$ cat src/tneg_pkg.sv
// Shared types and constants for the tool-name egress gate.
// Holds the deny lists, the own-server namespace bytes and the verdict types.
// No dependencies.
`timescale 1ns / 1ps

package tneg_pkg;

  localparam int unsigned WINDOW_BYTES_DEF   = 12;
  localparam int unsigned POSITION_LIMIT_DEF = 13;

  // Bytes of the window the matchers look at (longest substring entry)
  localparam int unsigned MATCH_SPAN = 12;
  localparam int unsigned TXT_W      = MATCH_SPAN * 8;
  localparam int unsigned HIST_W     = (MATCH_SPAN - 1) * 8;

  localparam int unsigned EXACT_COUNT  = 26;
  localparam int unsigned SUBSTR_COUNT = 12;
  localparam int unsigned PREFIX_COUNT = 3;

  localparam int unsigned SERVER_PREFIX_LEN = 5;
  localparam int unsigned OWN_NAME_LEN      = 10;
  localparam int unsigned OWN_SPACE_LEN     = 12;

  // Item kinds on the input tuser
  localparam logic [1:0] KIND_BYTE   = 2'd0;
  localparam logic [1:0] KIND_EMPTY  = 2'd1;
  localparam logic [1:0] KIND_ABSENT = 2'd2;

  typedef enum logic [2:0] {
    CAUSE_NONE      = 3'd0,
    CAUSE_DECLARED  = 3'd1,
    CAUSE_THIRD     = 3'd2,
    CAUSE_EXACT     = 3'd3,
    CAUSE_SUBSTR    = 3'd4,
    CAUSE_DELIVERED = 3'd5,
    CAUSE_ABSENT    = 3'd6
  } cause_t;

  // Packs into out_tdata[4:0]: permitted lowest
  typedef struct packed {
    cause_t cause;
    logic   externalizing;
    logic   permitted;
  } verdict_t;

  typedef struct packed {
    logic [EXACT_COUNT-1:0]  exact_alive;
    logic [PREFIX_COUNT-1:0] prefix_alive;
    logic [SUBSTR_COUNT-1:0] sub_hits;
  } match_state_t;

  localparam match_state_t MATCH_CLEAR = '{
    exact_alive:  {EXACT_COUNT{1'b1}},
    prefix_alive: {PREFIX_COUNT{1'b1}},
    sub_hits:     '0
  };

  // Literals are right-justified: first character in the highest used byte
  localparam logic [TXT_W-1:0] EXACT_TXT [EXACT_COUNT] = '{
    "pr.open", "pr_open", {"propose", "_pr"}, "open_pr", "merge",
    "pr.merge", {"git", "_push"}, "git-push", "push", "gh_pr",
    {"web", "_fetch"}, "webfetch", "fetch", "http", {"http", "_request"},
    {"web", "_read"}, "webread", "curl", "wget", {"send", "_email"},
    "email", "notify", "notification", "slack", {"post", "_comment"},
    "comment"
  };

  localparam int unsigned EXACT_LEN [EXACT_COUNT] = '{
    7, 7, 10, 7, 5,
    8, 8, 8, 4, 5,
    9, 8, 5, 4, 12,
    8, 7, 4, 4, 10,
    5, 6, 12, 5, 12,
    7
  };

  // Right-justified, so the last character sits in byte 0 like the newest window byte
  localparam logic [TXT_W-1:0] SUB_TXT [SUBSTR_COUNT] = '{
    "push", {"create", "_pull"}, {"pull", "_request"}, "merge", "publish", "deploy",
    "release", "upload", "egress", "outbound", "webhook", "notify"
  };

  localparam int unsigned SUB_LEN [SUBSTR_COUNT] = '{
    4, 11, 12, 5, 7, 6,
    7, 6, 6, 8, 7, 6
  };

  // Own server namespace: prefix, server name, then a double underscore
  localparam logic [7:0] OWN_NS [OWN_SPACE_LEN] = '{
    8'h6d, 8'h63, 8'h70, 8'h5f, 8'h5f, 8'h61,
    8'h69, 8'h6d, 8'h65, 8'h65, 8'h5f, 8'h5f
  };

  localparam int unsigned PREFIX_LEN [PREFIX_COUNT] = '{
    SERVER_PREFIX_LEN, OWN_NAME_LEN, OWN_SPACE_LEN
  };

endpackage

$ cat src/tool_name_egress_gate_core.sv
// Tool-name egress gate: top level with input stage, name state and verdict register.
// Verdict path from input transaction to out_tvalid: input reg, then result reg.
// One byte transaction per cycle unless stalled; all matching is a single combinational pass.
// A stalled verdict stalls the input only when the item in the input register ends a name.
// Reset (rst_n low, synchronous) empties both stages and returns the name state to empty.
// Depends on tneg_pkg and tneg_match.
`timescale 1ns / 1ps

module tool_name_egress_gate_core
  import tneg_pkg::*;
#(
  parameter int unsigned WINDOW_BYTES   = WINDOW_BYTES_DEF,
  parameter int unsigned POSITION_LIMIT = POSITION_LIMIT_DEF
) (
  input  logic        clk,
  input  logic        rst_n,
  input  logic        in_tvalid,
  output logic        in_tready,
  input  logic [15:0] in_tdata,   // [7:0] name_byte, [8] delivered, [9] declared_external
  input  logic [1:0]  in_tuser,   // [1:0] item_kind
  input  logic        in_tlast,   // last_byte
  output logic        out_tvalid,
  input  logic        out_tready,
  output logic [7:0]  out_tdata   // [0] permitted, [1] externalizing, [4:2] cause
);

  localparam int unsigned POS_W = $clog2(POSITION_LIMIT + 1);

  // Input stage
  logic       a_valid_r;
  logic [1:0] a_kind_r;
  logic [7:0] a_byte_r;
  logic       a_last_r;
  logic       a_deliv_r;
  logic       a_decl_r;

  // Name state
  logic [7:0]       window_r [WINDOW_BYTES];
  logic [POS_W-1:0] pos_r;
  match_state_t     st_r;

  // Result stage
  logic     out_valid_r;
  verdict_t out_data_r;

  logic             in_accept;
  logic             emit;        // input-stage item ends a name
  logic             out_free;
  logic             a_adv;       // input-stage item leaves this cycle
  logic [HIST_W-1:0] hist;
  logic [7:0]       low_byte;
  logic [POS_W-1:0] pos_nxt;
  match_state_t     st_nxt;
  cause_t           cls;
  verdict_t         res;

  assign emit      = (a_kind_r != KIND_BYTE) || a_last_r;
  assign out_free  = !out_valid_r || out_tready;
  assign a_adv     = a_valid_r && (!emit || out_free);
  assign in_tready = !a_valid_r || a_adv;
  assign in_accept = in_tvalid && in_tready;

  for (genvar k = 0; k < MATCH_SPAN - 1; k++) begin : gen_hist
    assign hist[k*8 +: 8] = window_r[k];
  end

  tneg_match #(
    .POSITION_LIMIT(POSITION_LIMIT)
  ) u_match (
    .raw_byte(a_byte_r),
    .pos     (pos_r),
    .hist    (hist),
    .st      (st_r),
    .declared(a_decl_r),
    .low_byte(low_byte),
    .pos_nxt (pos_nxt),
    .st_nxt  (st_nxt),
    .cls     (cls)
  );

  // Verdict; delivered overrides permission and cause but keeps the class
  always_comb begin
    res = '{cause: CAUSE_NONE, externalizing: 1'b0, permitted: 1'b1};
    unique case (a_kind_r)
      KIND_BYTE: begin
        res.permitted     = (cls == CAUSE_NONE);
        res.externalizing = (cls != CAUSE_NONE);
        res.cause         = cls;
      end
      KIND_EMPTY: begin
        res.permitted = 1'b1;
        res.cause     = CAUSE_NONE;
      end
      default: begin   // absent name, and the unused kind fails closed
        res.permitted = 1'b0;
        res.cause     = CAUSE_ABSENT;
      end
    endcase
    if (a_deliv_r) begin
      res.permitted = 1'b1;
      res.cause     = CAUSE_DELIVERED;
    end
  end

  always_ff @(posedge clk) begin
    if (!rst_n) begin
      a_valid_r <= 1'b0;
    end else if (in_accept) begin
      a_valid_r <= 1'b1;
    end else if (a_adv) begin
      a_valid_r <= 1'b0;
    end
  end

  always_ff @(posedge clk) begin
    if (in_accept) begin
      a_kind_r  <= in_tuser;
      a_byte_r  <= in_tdata[7:0];
      a_last_r  <= in_tlast;
      a_deliv_r <= in_tdata[8];
      a_decl_r  <= in_tdata[9];
    end
  end

  // Name state: advance on each byte, clear at every name end
  always_ff @(posedge clk) begin
    if (!rst_n || (a_adv && emit)) begin
      for (int k = 0; k < WINDOW_BYTES; k++) begin
        window_r[k] <= '0;
      end
      pos_r <= '0;
      st_r  <= MATCH_CLEAR;
    end else if (a_adv) begin
      for (int k = WINDOW_BYTES - 1; k > 0; k--) begin
        window_r[k] <= window_r[k-1];
      end
      window_r[0] <= low_byte;
      pos_r       <= pos_nxt;
      st_r        <= st_nxt;
    end
  end

  always_ff @(posedge clk) begin
    if (!rst_n) begin
      out_valid_r <= 1'b0;
    end else if (a_adv && emit) begin
      out_valid_r <= 1'b1;
    end else if (out_tready) begin
      out_valid_r <= 1'b0;
    end
  end

  always_ff @(posedge clk) begin
    if (a_adv && emit) begin
      out_data_r <= res;
    end
  end

  assign out_tvalid = out_valid_r;
  assign out_tdata  = {3'b000, out_data_r};

endmodule

$ cat src/tneg_match.sv
// Per-byte matching and classification for the egress gate.
// Lowercases one byte, advances the match masks and classifies the name.
// Depends on tneg_pkg.
`timescale 1ns / 1ps

module tneg_match
  import tneg_pkg::*;
#(
  parameter int unsigned POSITION_LIMIT = POSITION_LIMIT_DEF,
  localparam int unsigned POS_W = $clog2(POSITION_LIMIT + 1)
) (
  input  logic [7:0]       raw_byte,
  input  logic [POS_W-1:0] pos,
  input  logic [HIST_W-1:0] hist,     // window bytes 0.. older, byte 0 newest
  input  match_state_t     st,
  input  logic             declared,
  output logic [7:0]       low_byte,
  output logic [POS_W-1:0] pos_nxt,
  output match_state_t     st_nxt,
  output cause_t           cls
);

  logic [MATCH_SPAN-1:0]   pos_is;
  logic [MATCH_SPAN-1:0]   own_hit;
  logic                    own_at_pos;
  logic [TXT_W-1:0]        win;
  logic [EXACT_COUNT-1:0]  exact_nxt;
  logic [EXACT_COUNT-1:0]  exact_len_hit;
  logic [PREFIX_COUNT-1:0] pfx_nxt;
  logic [SUBSTR_COUNT-1:0] sub_nxt;
  logic                    third;

  assign low_byte = (raw_byte >= 8'h41 && raw_byte <= 8'h5a) ? raw_byte + 8'h20 : raw_byte;
  assign win      = {hist, low_byte};
  assign pos_nxt  = (pos < POS_W'(POSITION_LIMIT)) ? pos + POS_W'(1) : pos;

  for (genvar j = 0; j < MATCH_SPAN; j++) begin : gen_pos
    assign pos_is[j]  = (pos == POS_W'(j));
    assign own_hit[j] = (low_byte == OWN_NS[j]);
  end
  assign own_at_pos = |(own_hit & pos_is);

  // Exact list: an entry survives while each byte matches at its position
  for (genvar i = 0; i < EXACT_COUNT; i++) begin : gen_exact
    logic [MATCH_SPAN-1:0] hit;
    for (genvar j = 0; j < MATCH_SPAN; j++) begin : gen_chr
      if (j < EXACT_LEN[i]) begin : gen_in
        assign hit[j] = (low_byte == EXACT_TXT[i][(EXACT_LEN[i]-1-j)*8 +: 8]);
      end else begin : gen_out
        assign hit[j] = 1'b0;
      end
    end
    assign exact_nxt[i]     = st.exact_alive[i] & |(hit & pos_is);
    assign exact_len_hit[i] = exact_nxt[i] & (pos_nxt == POS_W'(EXACT_LEN[i]));
  end

  for (genvar i = 0; i < PREFIX_COUNT; i++) begin : gen_pfx
    assign pfx_nxt[i] = st.prefix_alive[i] & ((pos >= POS_W'(PREFIX_LEN[i])) | own_at_pos);
  end

  // Substrings: compare the newest N window bytes once N bytes of this name are in
  for (genvar i = 0; i < SUBSTR_COUNT; i++) begin : gen_sub
    localparam logic [TXT_W-1:0] MASK = {TXT_W{1'b1}} >> ((MATCH_SPAN - SUB_LEN[i]) * 8);
    assign sub_nxt[i] = st.sub_hits[i] |
                        (((win & MASK) == SUB_TXT[i]) && (pos >= POS_W'(SUB_LEN[i] - 1)));
  end

  assign st_nxt = '{exact_alive: exact_nxt, prefix_alive: pfx_nxt, sub_hits: sub_nxt};

  assign third = pfx_nxt[0] && (pos_nxt >= POS_W'(SERVER_PREFIX_LEN)) &&
                 !(pfx_nxt[1] && (pos_nxt == POS_W'(OWN_NAME_LEN))) &&
                 !(pfx_nxt[2] && (pos_nxt >= POS_W'(OWN_SPACE_LEN)));

  always_comb begin
    priority if (declared) begin
      cls = CAUSE_DECLARED;
    end else if (third) begin
      cls = CAUSE_THIRD;
    end else if (|exact_len_hit) begin
      cls = CAUSE_EXACT;
    end else if (|sub_nxt) begin
      cls = CAUSE_SUBSTR;
    end else begin
      cls = CAUSE_NONE;
    end
  end

endmodule

$ cat config.mk
export PLATFORM = sky130hd
export DESIGN_NAME = tool_name_egress_gate_core
export DESIGN_NICKNAME = d
export VERILOG_FILES = /design/src/tneg_pkg.sv /design/src/tool_name_egress_gate_core.sv /design/src/tneg_match.sv
export SDC_FILE = /design/constraint.sdc
export NUM_CORES = 1
export LEC_CHECK = 0
export ABC_AREA = 1
export BUFFER_PORTS_ARGS = -buffer_cell sky130_fd_sc_hd__buf_2
export CAP_MARGIN = 10
export CORE_MARGIN = 1.5
export CORE_UTILIZATION = 44
export DETAILED_ROUTE_END_ITERATION = 8
export GPL_TIMING_DRIVEN = 0
export PLACE_DENSITY_LB_ADDON = 0.12
export SYNTH_ARGS = -nofsm -noshare
export SYNTH_HDL_FRONTEND = slang
export SYNTH_HIERARCHICAL = 1
export SYNTH_SLANG_ARGS = --single-unit
$ cat constraint.sdc
create_clock -name clk -period 7.5 [get_ports clk]
set_clock_uncertainty 0.05 [all_clocks]
set_input_delay 1.5 -clock clk [delete_from_list [all_inputs] [get_ports clk]]
set_output_delay 1.5 -clock clk [all_outputs]
set_load 0.02 [all_outputs]
==> run metrics, run 1 <==
wire length of the first global-routing pass=47500 um; clock transition at the register clock pins on the worst setup and hold paths after CTS=0.07 ns; post-route minimum period=4.16 ns; share of post-route cells with drive strength above 1=11.3%; clock share of power=43.6%; combinational power share=8.9%; count of flip-flops with a built-in enable after synthesis=106; Main synth FF type=edfxtp_1; syn_area_per_cell=7.38 sq um; yosys synthesis warning count=6; number of buffers created by CTS=17; net count reported at finish=1373; transition time of the tightest slew-check pin=1.03 ns; Critical Setup Path Class=reg2reg; arrival time worst endpoint=4.29 ns; half-perimeter wire length after placement=23000 um; Yosys cell types=51; unrepaired setup endpoints after global routing=no; Iteration-0 DRC Markers=947; horizontal extent of the die=151 um; Syn Inst Count=1299; initial cell density of the core=45.2%; fillers=2163; final routed DRC violation total=0; critical path startpoint category=flop; number of instances resized during post-cts repair=0; fmax=240 MHz; final hold vios=0; layout overhead on the synthesized area=11.7%; Antenna diodes=0; hold_buf cts=0; via count=8950; post-detailed-route count of antenna-violating nets=0; worst hold slack=0.412 ns; number of setup buffers added after CTS=0; count of buffers from port buffering=23; number of maximum-capacitance violations=0; post-route clock period utilization=55.5%; part of the power in registers=47.5%; number of search-and-repair iterations in the first detailed-routing pass=6; clock latency of the later-clocked register in the worst-skew pair=0.44 ns; detailed-route wire length per cell=18.8 um; TritonCTS sink count=153; most numerous cell in the Yosys netlist=nor2_1; total negative slack for setup checks=0 ns; multi-input gate area in the final layout=0.00425 sq mm; fraction of power spent switching nets=28.6%; most instantiated cells after synthesis=nor2_1 (228), inv_1 (225), nand2_1 (209); master cell of the clock root buffer=clkbuf_16; die footprint=0.0227 sq mm; level count of the clock H-tree=4; Max FO, Critical Path=10; WP data required=7.63 ns; mean number of vias per cell=5.48; number of antenna violations at the first check in global routing=0; capturing element type of the critical path=flop; GR Overflow Total=0; share of the synthesized area in the top cell type=33.2%; Final setup viols=0; Finished Core Util=50.5%; height of the chip=151 um; FP Rows=53; maximum clock insertion buffer count=2; result of the run=completed; area of the core=0.0212 sq mm; Tot GR Track Use=28.3%; maximum vdd ir drop=128 uV; via count of the first global-routing pass=8309; last weighted congestion value of the routability-driven placer=1.00; Sw Pwr=0.598 mW; Post-Synthesis Cell Area=0.00959 sq mm; num ports=33; ys async rst share=0%; cell type with the highest aggregate area in the netlist=edfxtp_1; synth top area cells=edfxtp_1 (33%), dfxtp_1 (9.8%), nor2_1 (8.9%), inv_1 (8.8%), nand3_1 (8.4%); Yosys reg bits=153; internal portion of total power=1.49 mW; Tightest Hold Check Type=reg2reg; Sequential Area=0.00412 sq mm; cell leakage power=4.86 nW; Slew Limit Headroom=30.8%; power density relative to cell area=195 mW/mm^2; Max Slew Vio Count=0; maximum number of pins on one net before global-route repair=56; CTS tree=done; fraction of the yosys area taken by sequential cells=43.0%; Power Total=2.09 mW; Routed WL=30700 um
==> worst max-delay path: stages, from the launching register on <==
cell and delay, ns:
dfxtp_1 0.50, inv_1 0.19, ha_1 0.23, nand2_1 0.30
clkinv_1 0.44, nand4_1 0.50, o21ai_0 0.22, nor2_1 0.16
nand2_1 0.07, nand3_1 0.07, nand2_1 0.06, nor2_1 0.17
nand2_1 0.09, nor2_2 0.12, nand3_1 0.24, nand2_1 0.13
inv_1 0.05, nor3_1 0.23, nor3_1 0.09
==> per-stage QoR <==
step	worst slack [ns]	std cells	area, sq um
2_1_floorplan	3.04	1301	9600
3_3_place_gp	1.84	1599	10100
3_5_place_dp	3.50	1600	10100
4_1_cts	3.48	1632	10700
5_1_grt	3.05	1632	10700
6_report	3.34	1632	10700
==> state kept, by name (all words and copies together), names as in the netlist <==
signal      flops
window_r       88
st_r           41
a_byte_r        8
out_tdata       5
pos_r           4
a_kind_r        2
a_decl_r        1
a_deliv_r       1
a_last_r        1
a_valid_r       1
out_tvalid      1
==> routing by layer <==
| metal | up-vias | global-route usage, % | wire length [um] |
|---|---|---|---|
| met2 | 405 | 40.4 | 12700 |
| met4 | 0 | 10.4 | 908 |
| met1 | 4099 | 41.5 | 14600 |
| met5 | - | 0 | 0 |
| li1 | 4379 | - | - |
| met3 | 67 | 6.30 | 2610 |
==> layout by cell type, fill, tap and decap left out, types with 4 or more instances in the layout <==
cell type and count:
nor2_1 228, inv_1 225, nand2_1 208, nand3_1 161
edfxtp_1 106, nand4_1 81, dfxtp_1 47, buf_2 38
nor3_1 25, a21oi_1 24, nor4_1 19, clkbuf_16 17
buf_4 15, buf_6 14, o21ai_0 13, a21boi_0 12
nor2_2 10, nand2_2 8, clkbuf_1 7, nand2_4 6
or2_2 6, a31oi_1 6, ha_1 6, nand3_2 4
inv_2 4, nand4_2 4, inv_6 4, clkinv_8 4
inv_8 4, and2_1 4, o21ai_1 4
==> path summary, 6_finish.rpt <==
| kind | startpoint | endpoint | slack [ns] | cells after the start |
|---|---|---|---|---|
| min reg2reg | st_r[2] | st_r[2] | 0.41 | 2 |
| max reg2reg | pos_r[0] | out_tdata[1] | 3.34 | 18 |
| min | st_r[2] | st_r[2] | 0.41 | 2 |
| max | pos_r[0] | out_tdata[1] | 3.34 | 18 |
==> power by group through the flow <==
stage / clock network [mW] / registers [mW] / logic (mW)
after floorplan: 0 / 1.00 / 0.126
after global placement: 0 / 1.02 / 0.177
after detailed placement: 0 / 1.01 / 0.182
final: 0.912 / 0.993 / 0.185
after CTS: 0.936 / 0.993 / 0.183
after global routing: 0.961 / 1.00 / 0.204
==> cell type report <==
class / instances / area share (%)
Clock inverter: 15 / 1.80
Inverter: 231 / 8.09
Timing Repair Buffer: 24 / 1.33
Buffer: 51 / 3.47
Clock buffer: 17 / 3.97
Sequential cell: 153 / 38.5
Multi-Input combinational cell: 866 / 39.6
Tap cell: 275 / 3.21
==> logic make-up after synthesis <==
group	after synthesis	synth area share, %
AOI/OAI and AO/OA	78	5.26
xor gates and xnor gates	2	0.183
adders and majority gates	6	0.783
buffers and inverters	282	12.9
DFF	153	43.0
other	1	0.0391
and+or+nand+nor	777	37.8
Power figures use the tool's default switching activity.
==> run 2, diff against run 1 <==
ABC_AREA = 0   (was 1)
clock period = 3.9 ns   (was 7.5 ns; I/O delays follow)
==> run 2 against run 1 <==
Critical path depth decreased by 5; synthesized cell count decreased by 28%; register-to-register slack got worse by 3.2 ns; design area is 2.1% lower; hold slack improved by 0.0012 ns; sequential share of layout area rose by 0.91 points; core utilization is 1.3 points higher; sequential power up 87%; clock power grew 81%.
==> run metrics, run 2 <==
result of the run=completed; Register-to-Register Setup Slack=0.11 ns (-3.23 ns); Antenna diodes=0 (unchanged); worst hold slack=0.413 ns (+0.00122 ns); power density relative to cell area=363 mW/mm^2 (+86%); most frequent standard cell in the layout excluding fill and tap cells=edfxtp_1; GR Overflow Total=0 (unchanged); clock transition at the register clock pins on the worst setup and hold paths after CTS=0.07 ns (about the same); part of the power in registers=48.9% (+1.4 points); clock share of power=43.4% (-0.2 points); Critical Setup Path Class=reg2reg; WP data required=4.03 ns (-3.60 ns); Max FO, Critical Path=7 (-3); number of maximum-capacitance violations=0 (unchanged); syn_area_per_cell=9.68 sq um (+31%); via count=7968 (-11%); half-perimeter wire length after placement=21000 um (-8.5%); xor-xnor portion of the synthesized cell area=0.193% (+0.0098 points); net count reported at finish=1026 (-25%); Sw Pwr=0.991 mW (+66%); count of buffers from port buffering=23 (unchanged); Hold Path Cell Cnt=2 (unchanged); die footprint=0.0216 sq mm (-5.0%); master cell of the clock root buffer=clkbuf_16; Post-Synthesis Cell Area=0.00910 sq mm (-5.1%); mean number of vias per cell=6.23 (+14%); Yosys reg bits=153 (unchanged); via count of the first global-routing pass=7449 (-10%); post-layout instance count excluding filler cells=1279 (-22%); Tot GR Track Use=26.6% (-1.7 points); num ports=33 (unchanged); Max Slew Vio Count=0 (unchanged); area share of fa/ha/maj cells after synthesis=0.825% (+0.042 points); height of the chip=147 um (-2.5%); yosys synthesis warning count=6 (unchanged); horizontal extent of the die=147 um (-2.5%); final routed DRC violation total=0 (unchanged); last weighted congestion value of the routability-driven placer=1.01 (+0.58%); most numerous cell in the Yosys netlist=edfxtp_1; level count of the clock H-tree=4 (unchanged); fmax=264 MHz (+9.9%); unrepaired setup endpoints after global routing=yes; internal portion of total power=2.81 mW (+89%); largest register by flop count=window_r; maximum clock insertion buffer count=2 (unchanged); Routed WL=28400 um (-7.6%); flip-flop count of the largest register, all copies and words added=88 (unchanged); Power Total=3.81 mW (+82%); fraction of the yosys area taken by sequential cells=45.3% (+2.3 points); Yosys cell types=85 (+67%); FP Rows=52 (-1.9%); maximum vdd ir drop=298 uV (+130%); Iteration-0 DRC Markers=948 (+0.11%); wire length of the first global-routing pass=43400 um (-8.6%); Tightest Hold Check Type=reg2reg; Slew Limit Headroom=15.3% (-15 points); cell type with the highest aggregate area in the netlist=edfxtp_1; arrival time worst endpoint=3.92 ns (-0.37 ns); number of antenna violations at the first check in global routing=0 (unchanged); layout overhead on the synthesized area=15.3%; area of the core=0.0202 sq mm (-4.6%); Main synth FF type=edfxtp_1; share of post-route cells with drive strength above 1=17.7% (+6.5 points); hold_buf cts=0 (unchanged); final design instance area without fill=0.0105 sq mm (-2.1%); Syn Inst Count=940 (-28%); Final setup viols=0 (unchanged); cell area after placement=0.00962 sq mm (-4.7%); cell leakage power=4.01 nW (-18%); fraction of power spent switching nets=26.1% (-2.6 points); ys async rst share=0% (unchanged); largest family of logic cells by synthesized area=simple AND/OR/NAND/NOR gates; number of search-and-repair iterations in the first detailed-routing pass=6 (unchanged); count of flip-flops with a built-in enable after synthesis=106 (unchanged); Cells after DPL=1237 (-23%); Largest regs=window_r: 88 flops, st_r: 41 flops, a_byte_r: 8 flops; CTS tree=done; post-detailed-route count of antenna-violating nets=0 (unchanged); synth top area cells=edfxtp_1 (35%), dfxtp_1 (10%), and2_1 (6.5%), mux2i_1 (3.9%), nor2_1 (3.3%); combinational power share=7.6% (-1.3 points); complex-gate fraction of the synthesized area=13.4% (+8.1 points); initial cell density of the core=45.0% (-0.22 points); share of the synthesized area in the top cell type=35.0% (+1.8 points); critical path startpoint category=flop; capturing element type of the critical path=flop; most instantiated cells after synthesis=edfxtp_1 (106), and2_1 (95), nor2_1 (79); final hold vios=0 (unchanged); number of buffers created by CTS=17 (unchanged); number of cells on the worst reg-to-reg path=13 (-5); TritonCTS sink count=153 (unchanged); commonest non-fill, non-tap cells in the layout=edfxtp_1 (106), and2_1 (95), nor2_1 (78); detailed-route wire length per cell=22.2 um (+18%); post-route clock period utilization=97.1% (+42 points); maximum number of pins on one net before global-route repair=74 (+32%); mux contribution to synthesized area=4.22% (+4.2 points); clock latency of the later-clocked register in the worst-skew pair=0.43 ns (about the same); transition time of the tightest slew-check pin=1.25 ns (+0.218 ns); post-route minimum period=3.79 ns (-0.374 ns); post-synthesis share of cell area spent on and, or, nand and nor gates=31.4% (-6.4 points)
## run 2: cell families (layout without fill, tap and decap cells)
family / after synthesis / in the layout
adder cells (fa/ha/maj): 6 / 6
multiplexers: 38 / 38
AO/OA/AOI/OAI: 170 / 170
other: 1 / 3
flip-flops: 153 / 153
buffers and inverters: 85 / 152
XOR/XNOR: 2 / 2
AND/OR/NAND/NOR: 485 / 485
## run 2: path summary, 6_finish.rpt
path,startpoint,endpoint
worst max-delay path,a_byte_r[0],out_tdata[0]
worst max register to register,a_byte_r[0],out_tdata[0]
worst min register to register,st_r[9],st_r[9]
worst min-delay path,st_r[9],st_r[9]
## run 2: what timing repair did
item / CTS / global route
buffers inserted: 0 / 16
pin swaps: 3 / 12
gates resized for setup: 13 / 50
setup endpoints to repair: 5 / 5
endpoints found under the hold margin: 0 / 0
## run 2: layout make-up
| type | count | area [sq um] |
|---|---|---|
| fillers | 1907 | 9750 |
| multi-input cells | 704 | 4710 |
| flip-flops and latches | 153 | 4130 |
| clock buffers | 17 | 425 |
| plain buffers | 64 | 392 |
| well taps | 270 | 338 |
| repair buffers | 41 | 274 |
| clock inverters | 14 | 153 |
| inverters | 16 | 60.1 |
## run 2: routing by layer
metal | wire, um | GRT usage (%)
met1 | 12700 | 37.9
met2 | 12500 | 39.8
met3 | 2500 | 5.56
met4 | 680 | 9.75
met5 | 0 | 0
## run 2: critical path, cell delays in order, from the launching register on
cell	delay [ns]
edfxtp_1	0.52
buf_6	0.18
or4_4	0.49
o221a_4	0.28
nand2b_4	0.17
and3b_1	0.20
o21a_1	0.20
o41ai_2	0.40
nand4_1	0.21
and4bb_1	0.35
nor4b_4	0.26
nor3_2	0.08
nor2_1	0.09
o21bai_1	0.06
## run 2: power by group through the flow
stage	combinational (mW)	sequential [mW]	clock [mW]
3_5_place_dp	0.265	1.90	0
4_1_cts	0.267	1.86	1.68
2_1_floorplan	0.177	1.88	0
3_3_place_gp	0.261	1.91	0
6_report	0.291	1.86	1.65
5_1_grt	0.310	1.87	1.74
## run 2: per-stage QoR
step / worst slack, ns / util [%] / setup TNS (ns)
global placement: -1.20 / 47.2 / -108.75
floorplan: 0.0377 / - / 0
CTS: 0.00733 / 50.5 / 0
finish: 0.112 / 51.8 / 0
global route: -0.0480 / 51.8 / -0.0480
detailed placement: -0.370 / 47.5 / -1.19
==> run 3, diff against run 2 <==
CTS_CLUSTER_SIZE = 10   (was default)
PLACE_DENSITY_LB_ADDON = 0.2   (was 0.12)
==> run 3 against run 2 <==
Core utilization is 0.14 points lower; via count is 0.75% lower; wire length is 0.95% higher; maximum frequency is 0.82% higher; die area stayed put; total power is 1.0% lower; register-to-register slack better by 0.03 ns; sequential share of layout area is 0.11 points higher; count of clock-buffer cells in the layout is 1 higher; critical path depth is 1 higher; sequential power hardly changed; critical path type unchanged; largest power group unchanged.
==> run metrics, run 3 (synthesized netlist as in run 2, its figures left out) <==
fillers=1884 (-1.2%); post-layout instance count excluding filler cells=1283 (+0.31%); worst hold slack=0.411 ns (-0.00216 ns); Routed WL=28700 um (+0.95%); wire length of the first global-routing pass=43800 um (+0.84%); master cell of the clock root buffer=clkbuf_16; flip-flop count of the largest register, all copies and words added=88 (unchanged); post-route minimum period=3.76 ns (-0.0309 ns); cell leakage power=4.00 nW (-0.22%); Tot GR Track Use=27.0% (+0.45 points); cell-by-cell trace of the critical path=ha_1 > or3b_2 > clkbuf_1 > o22ai_1 > a221oi_1 > o22ai_1 > o21a_1 > or3_1 > o211ai_2 > and4bb_1 > nor4b_4 > nor3_2 > nor2_1 > o21bai_1; Sw Pwr=0.961 mW (-3.0%); largest register by flop count=window_r; capturing element type of the critical path=flop; capture point of the worst path=out_tdata[0]; Register-to-Register Setup Slack=0.14 ns (+0.03 ns); critical path startpoint category=flop; Tightest Hold Check Type=reg2reg; Critical Setup Path Class=reg2reg; horizontal extent of the die=147 um (unchanged); power density relative to cell area=360 mW/mm^2 (-0.76%); height of the chip=147 um (unchanged); count of buffers from port buffering=23 (unchanged); crit-path max cell delay=0.40 ns (-0.12 ns); transition time of the tightest slew-check pin=0.990 ns (-0.263 ns); cell class contributing the biggest share of worst-path delay=simple AND/OR/NAND/NOR gates; number of maximum-capacitance violations=0 (unchanged); num ports=33 (unchanged); CTS tree=done; Max FO, Critical Path=8 (+1); Slowest cell on crit path=clkbuf_1; share of post-route cells with drive strength above 1=17.4% (-0.37 points); Power Total=3.77 mW (-1.0%); Slew Limit Headroom=33.1% (+18 points); clock transition at the register clock pins on the worst setup and hold paths after CTS=0.07 ns (about the same); final routed DRC violation total=0 (unchanged); mean number of vias per cell=6.16 (-1.1%); number of search-and-repair iterations in the first detailed-routing pass=8 (+2); Final setup viols=0 (unchanged); maximum clock insertion buffer count=2 (unchanged); Sequential Area=0.00413 sq mm (unchanged); cell area after placement=0.00963 sq mm (about the same); fraction of power spent switching nets=25.5% (-0.53 points); Antenna diodes=0 (unchanged); last weighted congestion value of the routability-driven placer=0.986 (-2.4%); clock latency of the later-clocked register in the worst-skew pair=0.44 ns (about the same); WP data required=4.04 ns (about the same); Max Slew Vio Count=0 (unchanged); arrival time worst endpoint=3.90 ns (-0.02 ns); instance count on the critical path=14 (+1); half-perimeter wire length after placement=21400 um (+2.0%); Largest regs=window_r: 88 flops, st_r: 41 flops, a_byte_r: 8 flops; most frequent standard cell in the layout excluding fill and tap cells=edfxtp_1; number of cells on the worst reg-to-reg path=14 (+1); via count of the first global-routing pass=7459 (+0.13%); die footprint=0.0216 sq mm (unchanged); layout overhead on the synthesized area=14.9%; commonest non-fill, non-tap cells in the layout=edfxtp_1 (106), and2_1 (95), nor2_1 (79); GR Overflow Total=0 (unchanged); Iteration-0 DRC Markers=865 (-8.8%); final hold vios=0 (unchanged); net count reported at finish=1029 (+0.29%); Cells after DPL=1238 (+0.081%); initial cell density of the core=45.0% (unchanged); internal portion of total power=2.81 mW (-0.33%); clock share of power=42.9% (-0.5 points); level count of the clock H-tree=4 (unchanged); multi-input gate area in the final layout=0.00469 sq mm (-0.56%); number of buffers created by CTS=17 (unchanged); CP startpoint=pos_r[0]; maximum vdd ir drop=311 uV (+4.5%); FP Rows=52 (unchanged); post-detailed-route count of antenna-violating nets=0 (unchanged); destination of the worst register-to-register timing path=out_tdata[0]; number of antenna violations at the first check in global routing=0 (unchanged); sum of buffers and inverters on the critical path=1 (unchanged); TritonCTS sink count=153 (unchanged); result of the run=completed; area of the core=0.0202 sq mm (unchanged); CP dominant cell by count=o22ai_1; via count=7908 (-0.75%); worst min-delay path startpoint=st_r[8]; R2R Path Start=pos_r[0]; part of the power in registers=49.4% (+0.5 points); combinational power share=7.7% (about the same); final design instance area without fill=0.0105 sq mm (-0.27%); detailed-route wire length per cell=22.3 um (+0.63%); post-route clock period utilization=96.3% (-0.79 points); hold_buf cts=0 (unchanged); fmax=266 MHz (+0.82%); maximum number of pins on one net before global-route repair=75 (+1.4%)
==> run 3: worst min path at each step <==
stage / to / slack [ns] / cells after the start
3_5_place_dp: st_r[6] / 0.40 / 2
5_1_grt: st_r[3] / 0.43 / 2
6_report: st_r[8] / 0.41 / 2
3_3_place_gp: st_r[8] / 0.39 / 2
2_1_floorplan: st_r[8] / 0.38 / 2
4_1_cts: st_r[8] / 0.41 / 2
==> run 3: stage by stage <==
| stage | util, % | setup TNS [ns] | setup WS, ns |
|---|---|---|---|
| after detailed placement | 47.6 | -0.899 | -0.323 |
| after CTS | 50.5 | 0 | 0.0211 |
| after global placement | 47.2 | -107.41 | -1.17 |
| after floorplan | - | 0 | 0.0377 |
| final | 51.7 | 0 | 0.143 |
| after global routing | 51.7 | -0.0180 | -0.0180 |
==> run 3: area by class of cell <==
cell class / count / area share, %
plain buffers: 65 / 3.72
clock buffers: 18 / 4.10
clock inverters: 14 / 1.32
inverters: 16 / 0.574
multi-input cells: 704 / 44.8
flip-flops and latches: 153 / 39.5
well taps: 270 / 3.23
repair buffers: 43 / 2.73
==> run 3: repair_timing <==
action,in CTS,in global routing
endpoints found under the setup margin,5,4
gates resized for setup,13,42
pin swaps,0,9
cloned,0,0
buffers inserted,0,17
==> run 3: power groups by stage <==
stage | clock [mW] | sequential, mW | combinational (mW)
after floorplan | 0 | 1.88 | 0.177
after global placement | 0 | 1.91 | 0.259
after detailed placement | 0 | 1.90 | 0.265
after CTS | 1.64 | 1.86 | 0.267
after global routing | 1.71 | 1.87 | 0.311
final | 1.62 | 1.86 | 0.291
==> run 3: worst min-delay path, stage by stage, from the launching register on <==
cell and delay (ns):
dfxtp_1 0.31, nand2_1 0.05, o21ai_0 0.06
==> run 3: routing by layer <==
metal	wire (um)	GRT usage, %	vias up
met4	797	9.14	0
li1	-	-	3609
met1	12500	38.0	3792
met2	12600	40.5	433
met5	0	0	-
met3	2780	6.89	74
